--- config.mk ---
export PLATFORM = sky130hd
export DESIGN_NAME = bracket_balance_checker_unit
export DESIGN_NICKNAME = d
export VERILOG_FILES = /design/src/design/bbc_pkg.sv /design/src/design/bracket_balance_checker_unit.sv
export SDC_FILE = /design/constraint.sdc
export NUM_CORES = 1
export LEC_CHECK = 0
export BUFFER_PORTS_ARGS = -buffer_cell sky130_fd_sc_hd__buf_2
export CELL_PAD_IN_SITES_DETAIL_PLACEMENT = 0
export CELL_PAD_IN_SITES_GLOBAL_PLACEMENT = 1
export CORE_AREA = 2 2 127 129
export CTS_CLUSTER_DIAMETER = 150
export DETAILED_ROUTE_END_ITERATION = 12
export DIE_AREA = 0 0 129 131
export PLACE_DENSITY_LB_ADDON = 0.1
export SYNTH_ARGS = -nofsm -noshare
export SYNTH_HDL_FRONTEND = slang
export SYNTH_SLANG_ARGS = --single-unit
export TNS_END_PERCENT = 50
--- constraint.sdc ---
create_clock -name clk_i -period 4.3 [get_ports clk_i]
set_input_delay 0.645 -clock clk_i [delete_from_list [all_inputs] [get_ports clk_i]]
set_output_delay 0.645 -clock clk_i [all_outputs]
set_load 0.02 [all_outputs]
--- src/design/bbc_pkg.sv ---
`timescale 1ns / 1ps

package bbc_pkg;

  localparam int unsigned MAX_DEPTH = 64;
  localparam int unsigned ADDR_W    = $clog2(MAX_DEPTH);
  localparam int unsigned DEPTH_W   = $clog2(MAX_DEPTH + 1);

  localparam logic [7:0] CH_OPEN_ROUND   = 8'h28;  // (
  localparam logic [7:0] CH_CLOSE_ROUND  = 8'h29;  // )
  localparam logic [7:0] CH_OPEN_SQUARE  = 8'h5B;  // [
  localparam logic [7:0] CH_CLOSE_SQUARE = 8'h5D;  // ]
  localparam logic [7:0] CH_OPEN_CURLY   = 8'h7B;  // {
  localparam logic [7:0] CH_CLOSE_CURLY  = 8'h7D;  // }

  typedef enum logic [1:0] {
    KIND_ROUND  = 2'd0,
    KIND_CURLY  = 2'd1,
    KIND_SQUARE = 2'd2
  } kind_e;

  typedef enum logic [1:0] {
    OP_NONE  = 2'd0,
    OP_PUSH  = 2'd1,
    OP_POP   = 2'd2
  } op_e;

  typedef enum logic [2:0] {
    ST_OK          = 3'd0,
    ST_CLOSE_EMPTY = 3'd1,
    ST_MISMATCH    = 3'd2,
    ST_UNCLOSED    = 3'd3,
    ST_OVERFLOW    = 3'd4
  } status_e;

  typedef struct packed {
    logic [7:0] char_in;
    logic       last;
  } in_t;

  typedef struct packed {
    logic    balanced;
    status_e status;
  } out_t;

  typedef struct packed {
    op_e   op;
    kind_e kind;
  } class_t;

  function automatic class_t classify(logic [7:0] c);
    class_t r;
    r.op   = OP_NONE;
    r.kind = KIND_ROUND;
    unique case (c)
      CH_OPEN_ROUND: begin
        r.op = OP_PUSH; r.kind = KIND_ROUND;
      end
      CH_OPEN_CURLY: begin
        r.op = OP_PUSH; r.kind = KIND_CURLY;
      end
      CH_OPEN_SQUARE: begin
        r.op = OP_PUSH; r.kind = KIND_SQUARE;
      end
      CH_CLOSE_ROUND: begin
        r.op = OP_POP; r.kind = KIND_ROUND;
      end
      CH_CLOSE_CURLY: begin
        r.op = OP_POP; r.kind = KIND_CURLY;
      end
      CH_CLOSE_SQUARE: begin
        r.op = OP_POP; r.kind = KIND_SQUARE;
      end
      default: begin
        r.op = OP_NONE; r.kind = KIND_ROUND;
      end
    endcase
    return r;
  endfunction

endpackage

--- src/design/bracket_balance_checker_unit.sv ---
`timescale 1ns / 1ps

// Checks a byte string, one byte per request, for balanced round, curly and
// square brackets, and returns one result on the request flagged last. A new
// byte is taken every cycle; the only stall comes when a finished result is
// still held in the output register and not taken, and a second last byte
// reaches the check stage. On entry a byte updates the depth and issues the
// single push or pop on the one-port stack memory (MAX_DEPTH entries); the
// check stage compares the popped kind, which arrives as the memory's
// registered read data, and resolves the status. A push always lands before
// any later pop can read that entry, so no forwarding is needed.
// After an error the rest of the string is ignored; the first byte of the next
// string may follow the last byte directly, unless the stall above holds it.
module bracket_balance_checker_unit (
  input  logic          clk_i,
  input  logic          rst_ni,
  input  logic          in_valid_i,
  output logic          in_ready_o,
  input  bbc_pkg::in_t  in_req_i,
  output logic          out_valid_o,
  input  logic          out_ready_i,
  output bbc_pkg::out_t out_rsp_o
);
  import bbc_pkg::*;

  kind_e stack_mem [MAX_DEPTH];
  kind_e rd_kind_q;

  logic [DEPTH_W-1:0] depth_q, depth_d;
  status_e err_q, err_d;

  // Check stage.
  logic    s2_valid_q, s2_valid_d;
  logic    s2_pop_q;
  kind_e   s2_kind_q;
  logic    s2_last_q;
  status_e s2_err_q;
  logic    s2_nz_q;

  logic    out_valid_q, out_valid_d;
  out_t    out_q;

  class_t  cls;
  logic    in_fire;
  logic    s2_stuck;
  logic    s2_done_last;
  logic    mismatch;
  status_e s2_err_final;
  status_e err_cur;
  status_e err_new;
  status_e final_status;
  logic    do_push;
  logic    do_pop;
  logic    full;
  logic    empty;
  logic [DEPTH_W-1:0] depth_dec;
  logic [DEPTH_W-1:0] depth_post;

  assign cls       = classify(in_req_i.char_in);
  assign s2_stuck  = s2_valid_q && s2_last_q && out_valid_q && !out_ready_i;
  assign in_ready_o = !s2_stuck;
  assign in_fire   = in_valid_i && in_ready_o;
  assign s2_done_last = s2_valid_q && s2_last_q && !s2_stuck;

  assign full      = (depth_q == DEPTH_W'(MAX_DEPTH));
  assign empty     = (depth_q == '0);
  assign depth_dec = depth_q - DEPTH_W'(1);

  always_comb begin
    mismatch = s2_valid_q && s2_pop_q && (s2_err_q == ST_OK) && (rd_kind_q != s2_kind_q);
    if (s2_err_q != ST_OK) begin
      s2_err_final = s2_err_q;
    end else if (mismatch) begin
      s2_err_final = ST_MISMATCH;
    end else begin
      s2_err_final = ST_OK;
    end

    // Error seen by the byte entering now, including the older byte's check.
    if (s2_valid_q) begin
      err_cur = s2_last_q ? ST_OK : s2_err_final;
    end else begin
      err_cur = err_q;
    end

    do_push    = 1'b0;
    do_pop     = 1'b0;
    err_new    = err_cur;
    depth_post = depth_q;
    if (in_fire && (err_cur == ST_OK)) begin
      unique case (cls.op)
        OP_PUSH: begin
          if (full) begin
            err_new = ST_OVERFLOW;
          end else begin
            do_push    = 1'b1;
            depth_post = depth_q + DEPTH_W'(1);
          end
        end
        OP_POP: begin
          if (empty) begin
            err_new = ST_CLOSE_EMPTY;
          end else begin
            do_pop     = 1'b1;
            depth_post = depth_dec;
          end
        end
        default: begin
          depth_post = depth_q;
        end
      endcase
    end

    depth_d = depth_q;
    if (in_fire) begin
      depth_d = in_req_i.last ? '0 : depth_post;
    end

    err_d = err_q;
    if (s2_valid_q && !s2_stuck) begin
      err_d = s2_last_q ? ST_OK : s2_err_final;
    end

    s2_valid_d = s2_stuck ? s2_valid_q : in_fire;

    if (s2_err_final != ST_OK) begin
      final_status = s2_err_final;
    end else if (s2_nz_q) begin
      final_status = ST_UNCLOSED;
    end else begin
      final_status = ST_OK;
    end

    out_valid_d = out_valid_q;
    if (s2_done_last) begin
      out_valid_d = 1'b1;
    end else if (out_ready_i) begin
      out_valid_d = 1'b0;
    end
  end

  always_ff @(posedge clk_i or negedge rst_ni) begin
    if (!rst_ni) begin
      depth_q     <= '0;
      err_q       <= ST_OK;
      s2_valid_q  <= 1'b0;
      out_valid_q <= 1'b0;
    end else begin
      depth_q     <= depth_d;
      err_q       <= err_d;
      s2_valid_q  <= s2_valid_d;
      out_valid_q <= out_valid_d;
    end
  end

  always_ff @(posedge clk_i) begin
    if (in_fire) begin
      s2_pop_q  <= do_pop;
      s2_kind_q <= cls.kind;
      s2_last_q <= in_req_i.last;
      s2_err_q  <= err_new;
      s2_nz_q   <= (depth_post != '0);
    end
    if (s2_done_last) begin
      out_q.balanced <= (final_status == ST_OK);
      out_q.status   <= final_status;
    end
  end

  // Stack memory: one access per cycle, read data registered.
  always_ff @(posedge clk_i) begin
    if (do_push) begin
      stack_mem[depth_q[ADDR_W-1:0]] <= cls.kind;
    end
    if (do_pop) begin
      rd_kind_q <= stack_mem[depth_dec[ADDR_W-1:0]];
    end
  end

  assign out_valid_o = out_valid_q;
  assign out_rsp_o   = out_q;

endmodule
==> results.cfg, run 1 <==
[job]
cap_violations = 0

[placement]
dpl_cell_area_um2 = 7229
port_buffers = 18
pre_cts_ws_ns = 0.7656
gp_congestion = 0.8377
dp_hpwl_um = 9447

[drt]
highest_layer = met4
firstDrtPassIters = 6
wl_met2_um = 7365
drc_errors = 0
dr.first_iter.drc_count = 337
wl_met1_um = 6767
avgRoutedWirePerCell_um = 21.15
dr_total_vias = 3919
wl_um = 14830
antenna_left = 0
wl_met3_um = 414
vias_per_cell = 5.591

[synthesis]
synth_ff_type = edfxtp_1
seq_area_frac_synth = 0.6622
synth_nets = 469
yosys_warnings = 0
synth_cell_types = 54
ys_ff_latch = 154
async_reset_ff_frac = 0.07792
syn_inst = 451
synth_edf_count = 142
synth.cell_area_um2 = 6893
synth.avg_cell_area_um2 = 15.28

[clock_tree]
clkTransAtPathRegs_ns = 0.06
cts_made_buffers = 17
cts_tree = done
cts.path.max_buffers = 2
cts_max_level = 4
post_cts_buffers = 0
clock_latency_ns = 0.42
clock_sinks = 154
hold_buffers = 0
post_cts_resized = 0
cts_root_buf = clkbuf_16

[timing]
maxSlewViolCount = 0
finalHoldViolations = 0
clock_skew_ns = 0.007719
period_needed_ns = 3.194
timing.final.ws_setup_ns = 1.106
setup_violations = 0
tightest_slew_ns = 0.8245
fin_crit_sh = 0.7428
rsz0062_at_grt = no
max_freq_mhz = 313.1
slew_headroom = 0.4503

[grt]
antenna_found_initial = 0
grt_pass1_wl_um = 23390
grt_max_degree = 66
grt_pass1_vias = 4011
track_usage = 0.1927
overflow = 0

[setup_path]
critPathRequiredTime_ns = 4.45
cp.arrival_ns = 3.34
crit_path_max_fanout = 26
slowest_delay_ns = 0.62
criticalPathCategory = reg2reg
cp_common_cell = mux4_2
cp-end-kind = flip-flop
critPathSlowestCell = ha_1
crit_chain = inv_1 > ha_1 > buf_12 > mux4_2 > mux4_2 > mux4_2
startpoint_type = flip-flop

[floorplanning]
die_x_um = 129
core_um2 = 15600
rows = 46
die-area_um2 = 16900
initial_core_util = 0.4419
ios = 19
die_h_um = 131

[layout]
layout_commonest_cell = edfxtp_1
layout.nets = 490
drive_gt1_frac = 0.2082
diodes = 0
syn2layout_area_growth_pct = 13.74
fin_util = 0.5026
design_area_um2 = 7840
final_cell_mix = edfxtp_1 (142), nor2_1 (80), mux4_2 (42), nand2_1 (24), buf_2 (18)

[pwr]
p_leak_uw = 0.002528
peakVddDrop_mv = 0.2845
power_density_nw_per_um2 = 416.8

[hold_path]
hold_path_class = in2async

[status]
status = finished, final reports clean
[metrics by stage]
| step | setup TNS (ns) | power (uW) | hold slack (ns) | cells |
|---|---|---|---|---|
| after floorplan | -60.00 | 1725 | 0.3494 | 451 |
| after global placement | 0 | 1757 | 0.4741 | 669 |
| after detailed placement | 0 | 1757 | 0.4958 | 669 |
| after CTS | 0 | 3294 | 0.09869 | 701 |
| after global routing | 0 | 3369 | 0.1008 | 701 |
| final | 0 | 3268 | 0.09911 | 701 |
[flip-flops by register name, summed over array words and instances, names as in the netlist]
signal	cells
depth_q	7
err_q	3
out_rsp_o	4
out_valid_o	1
rd_kind_q	2
s2_err_q	3
s2_kind_q	2
s2_last_q	1
s2_nz_q	1
s2_pop_q	1
s2_valid_q	1
stack_mem	128
[worst paths after layout]
path,to,depth (start not counted),startpoint,slack [ns]
setup / recovery,rd_kind_q[1],6,depth_q[1],1.11
hold / removal,depth_q[4],1,rst_ni,0.1
setup reg to reg,rd_kind_q[1],6,depth_q[1],1.11
hold reg to reg,err_q[1],2,err_q[1],0.50
max in group asynchronous,depth_q[0],1,rst_ni,3.96
min in group clk_i,out_valid_o,2,out_ready_i,0.43
[synthesized netlist by cell type, types with 3 or more instances]
master,n,share of area
a211oi_1,3,0.0033
a21o_1,3,0.0033
a21oi_1,5,0.0036
a22o_1,3,0.0038
a32o_1,3,0.0044
buf_1,4,0.0022
clkbuf_1,13,0.0071
dfrtp_1,12,0.044
edfxtp_1,142,0.62
ha_1,5,0.0091
inv_1,12,0.0065
mux4_2,42,0.14
nand2_1,24,0.013
nand2b_1,8,0.0073
nand3_1,14,0.010
nand3b_1,3,0.0033
nand4_1,6,0.0054
nor2_1,80,0.044
nor2b_1,3,0.0027
nor3_1,4,0.0029
o21ai_0,10,0.0073
o22ai_1,3,0.0027
or3_1,4,0.0036
xnor2_1,5,0.0064
[metal layers]
metal	track usage	up-vias
met5	0	-
met4	0.06074	0
met3	0.04805	18
met2	0.3171	66
met1	0.2553	2025
li1	-	1810
[power breakdown]
group          switching [uW]  internal (uW)
combinational            48.3           31.5
sequential               12.6           1630
clock                     571            971
[critical path, delay by kind of cell, from the launching register on]
| family | cells | cell delay, ns |
|---|---|---|
| buffers and inverters | 2 | 0.46 |
| muxes | 3 | 1.35 |
| adders and majority gates | 1 | 0.62 |
| DFF | 1 | 0.48 |
[layout make-up]
type,instances,area [um^2]
fill,1333,7757
sequential,154,4566
multi-input combinational,262,2197
clock buffer,21,440.4
tap,216,270.3
clock inverter,11,170.2
timing repair buffer,24,147.6
inverter,13,48.80
[logic make-up (layout without fill, tap and decap cells)]
kind of cell | count (synthesis) | after routing | synth area share
xor+xnor | 8 | 8 | 0.01126
mux | 43 | 43 | 0.1387
buf+inv | 35 | 69 | 0.02214
fa+ha+maj | 5 | 5 | 0.009076
compound gates | 51 | 51 | 0.05518
flops | 154 | 154 | 0.6622
simple gates | 155 | 155 | 0.1015
(Power assumes the default switching activity.)
==> run 2: changes to the inputs <==
==> constraint.sdc (replaced) <==
create_clock -name clk_i -period 2.9 [get_ports clk_i]
set_input_delay 0.435 -clock clk_i [delete_from_list [all_inputs] [get_ports clk_i]]
set_output_delay 0.435 -clock clk_i [all_outputs]
set_load 0.02 [all_outputs]
==> results.cfg, run 2 (synthesis gave the netlist of run 1 again) <==
[status]
status = finished, final reports clean

[drt]
dr.first_iter.drc_count = 343
wl_met1_um = 6872
dr_total_vias = 4107
wl_um = 15970
wl_met2_um = 8241
avgRoutedWirePerCell_um = 22.21
antenna_left = 0
wl_met3_um = 627
vias_per_cell = 5.712
drc_errors = 0
firstDrtPassIters = 5
highest_layer = met4

[setup_path]
crit_path_max_fanout = 32
path_delay_family = multiplexers
slowest_delay_ns = 0.49
worst-path-buf-inv = 2
cp-end-kind = flip-flop
critPathRequiredTime_ns = 3.06
cp_common_cell = mux4_2
cp.arrival_ns = 2.85
critPathSlowestCell = mux4_2
crit_chain = clkinv_1 > ha_1 > buf_12 > mux4_2 > mux4_2 > mux4_2
startpoint_type = flip-flop
cp.depth = 6
r2r_cells = 6
criticalPathCategory = reg2reg

[clock_tree]
post_cts_buffers = 0
clkTransAtPathRegs_ns = 0.06
clock_sinks = 154
post_cts_resized = 0
cts_max_level = 4
cts.path.max_buffers = 2
cts_made_buffers = 17
clock_latency_ns = 0.42
cts_root_buf = clkbuf_16
cts_tree = done

[pwr]
pwr-share-seq = 0.487
p_int_uw = 4001
comb_power_share = 0.026
p_sw_uw = 1000
pwr-share-clk = 0.487
netSwitchingFraction = 0.2000
peakVddDrop_mv = 0.4064
power_density_nw_per_um2 = 622.0
power_uw = 5001
p_leak_uw = 0.002692

[timing]
clock_skew_ns = 0.01036
setup_violations = 0
maxSlewViolCount = 0
rsz0062_at_grt = no
max_freq_mhz = 371.2
tightest_slew_ns = 0.6696
fin_hold_ws_ns = 0.2217
slew_headroom = 0.5536
period_needed_ns = 2.694
fin_crit_sh = 0.9290
finalHoldViolations = 0

[floorplanning]
ios = 19
core_um2 = 15600
die-area_um2 = 16900
die_x_um = 129
initial_core_util = 0.4419
rows = 46
die_h_um = 131

[layout]
multi_input_area_um2 = 2213
largest_reg_flops = 128
final_cell_mix = edfxtp_1 (142), nor2_1 (80), mux4_2 (42), nand2_1 (24), buf_4 (21)
syn2layout_area_growth_pct = 16.65
drive_gt1_frac = 0.2406
fin_cells = 719
layout.nets = 508
diodes = 0
design_area_um2 = 8040
layout_commonest_cell = edfxtp_1
seqCellArea_um2 = 4566
num-fill-cells = 1314
fin_util = 0.5155

[placement]
gp_congestion = 0.8121
dpl_cell_area_um2 = 7386
port_buffers = 18
dp_hpwl_um = 10230
placed_cells = 686

[grt]
grt_max_degree = 66
grt_pass1_vias = 4279
overflow = 0
grt_pass1_wl_um = 24900
antenna_found_initial = 0
track_usage = 0.2062

[hold_path]
hold_path_class = in2reg
hold_depth = 2

[job]
cap_violations = 0
run 2: cell count changes in the layout (fill, tap and decap cells not counted), sizes merged:
cell and delta:
buf +17, bufinv +1, clkbuf -3, clkinv +2, clkinvlp -2, dlygate4sd3 +1, inv +2
run 2: path summary, 6_finish.rpt:
kind | slack [ns] | endpoint | start
max | 0.21 | rd_kind_q[0] | depth_q[0]
max in group asynchronous | 2.18 | depth_q[0] | rst_ni
min in group asynchronous | 0.45 | depth_q[6] | rst_ni
min | 0.22 | out_valid_o | out_ready_i
min reg2reg | 0.49 | err_q[1] | err_q[1]
max reg2reg | 0.21 | rd_kind_q[0] | depth_q[0]
run 2: power by group through the flow:
stage               registers [uW]  clock network [uW]  logic (uW)
floorplan                     2480                   0        72.9
global placement              2480                   0         128
detailed placement            2480                   0         130
CTS                           2430                2470         131
global route                  2440                2550         144
finish                        2430                2440         129
run 2: what timing repair did:
item,CTS,global route
endpoints found under the hold margin,12,0
hold buffers,1,0
endpoints found under the setup margin,0,0
run 2: worst reg2reg max path: cells and delay by family, from the launching register on:
kind	cells	cell delay, ns
mux	3	1.36
fa+ha+maj	1	0.36
flops	1	0.39
buf+inv	2	0.32
run 2: cell type report:
class,instances,share of cell area
clock inverter,14,0.02677
tap,216,0.03361
timing repair buffer,42,0.03704
clock buffer,18,0.05338
multi-input combinational,262,0.2753
inverter,13,0.006069
sequential,154,0.5678
run 2: metrics by stage:
stage          setup TNS, ns  worst slack, ns
2_1_floorplan         -53.26          -0.4067
3_3_place_gp               0          0.07050
3_5_place_dp               0          0.02428
4_1_cts                    0           0.1862
5_1_grt                    0           0.1074
6_report                   0           0.2058
run 2: routing by layer:
layer,vias up,global-route usage
li1,1843,-
met1,2142,0.2642
met2,105,0.3545
met3,17,0.04275
met4,0,0.06777
met5,-,0
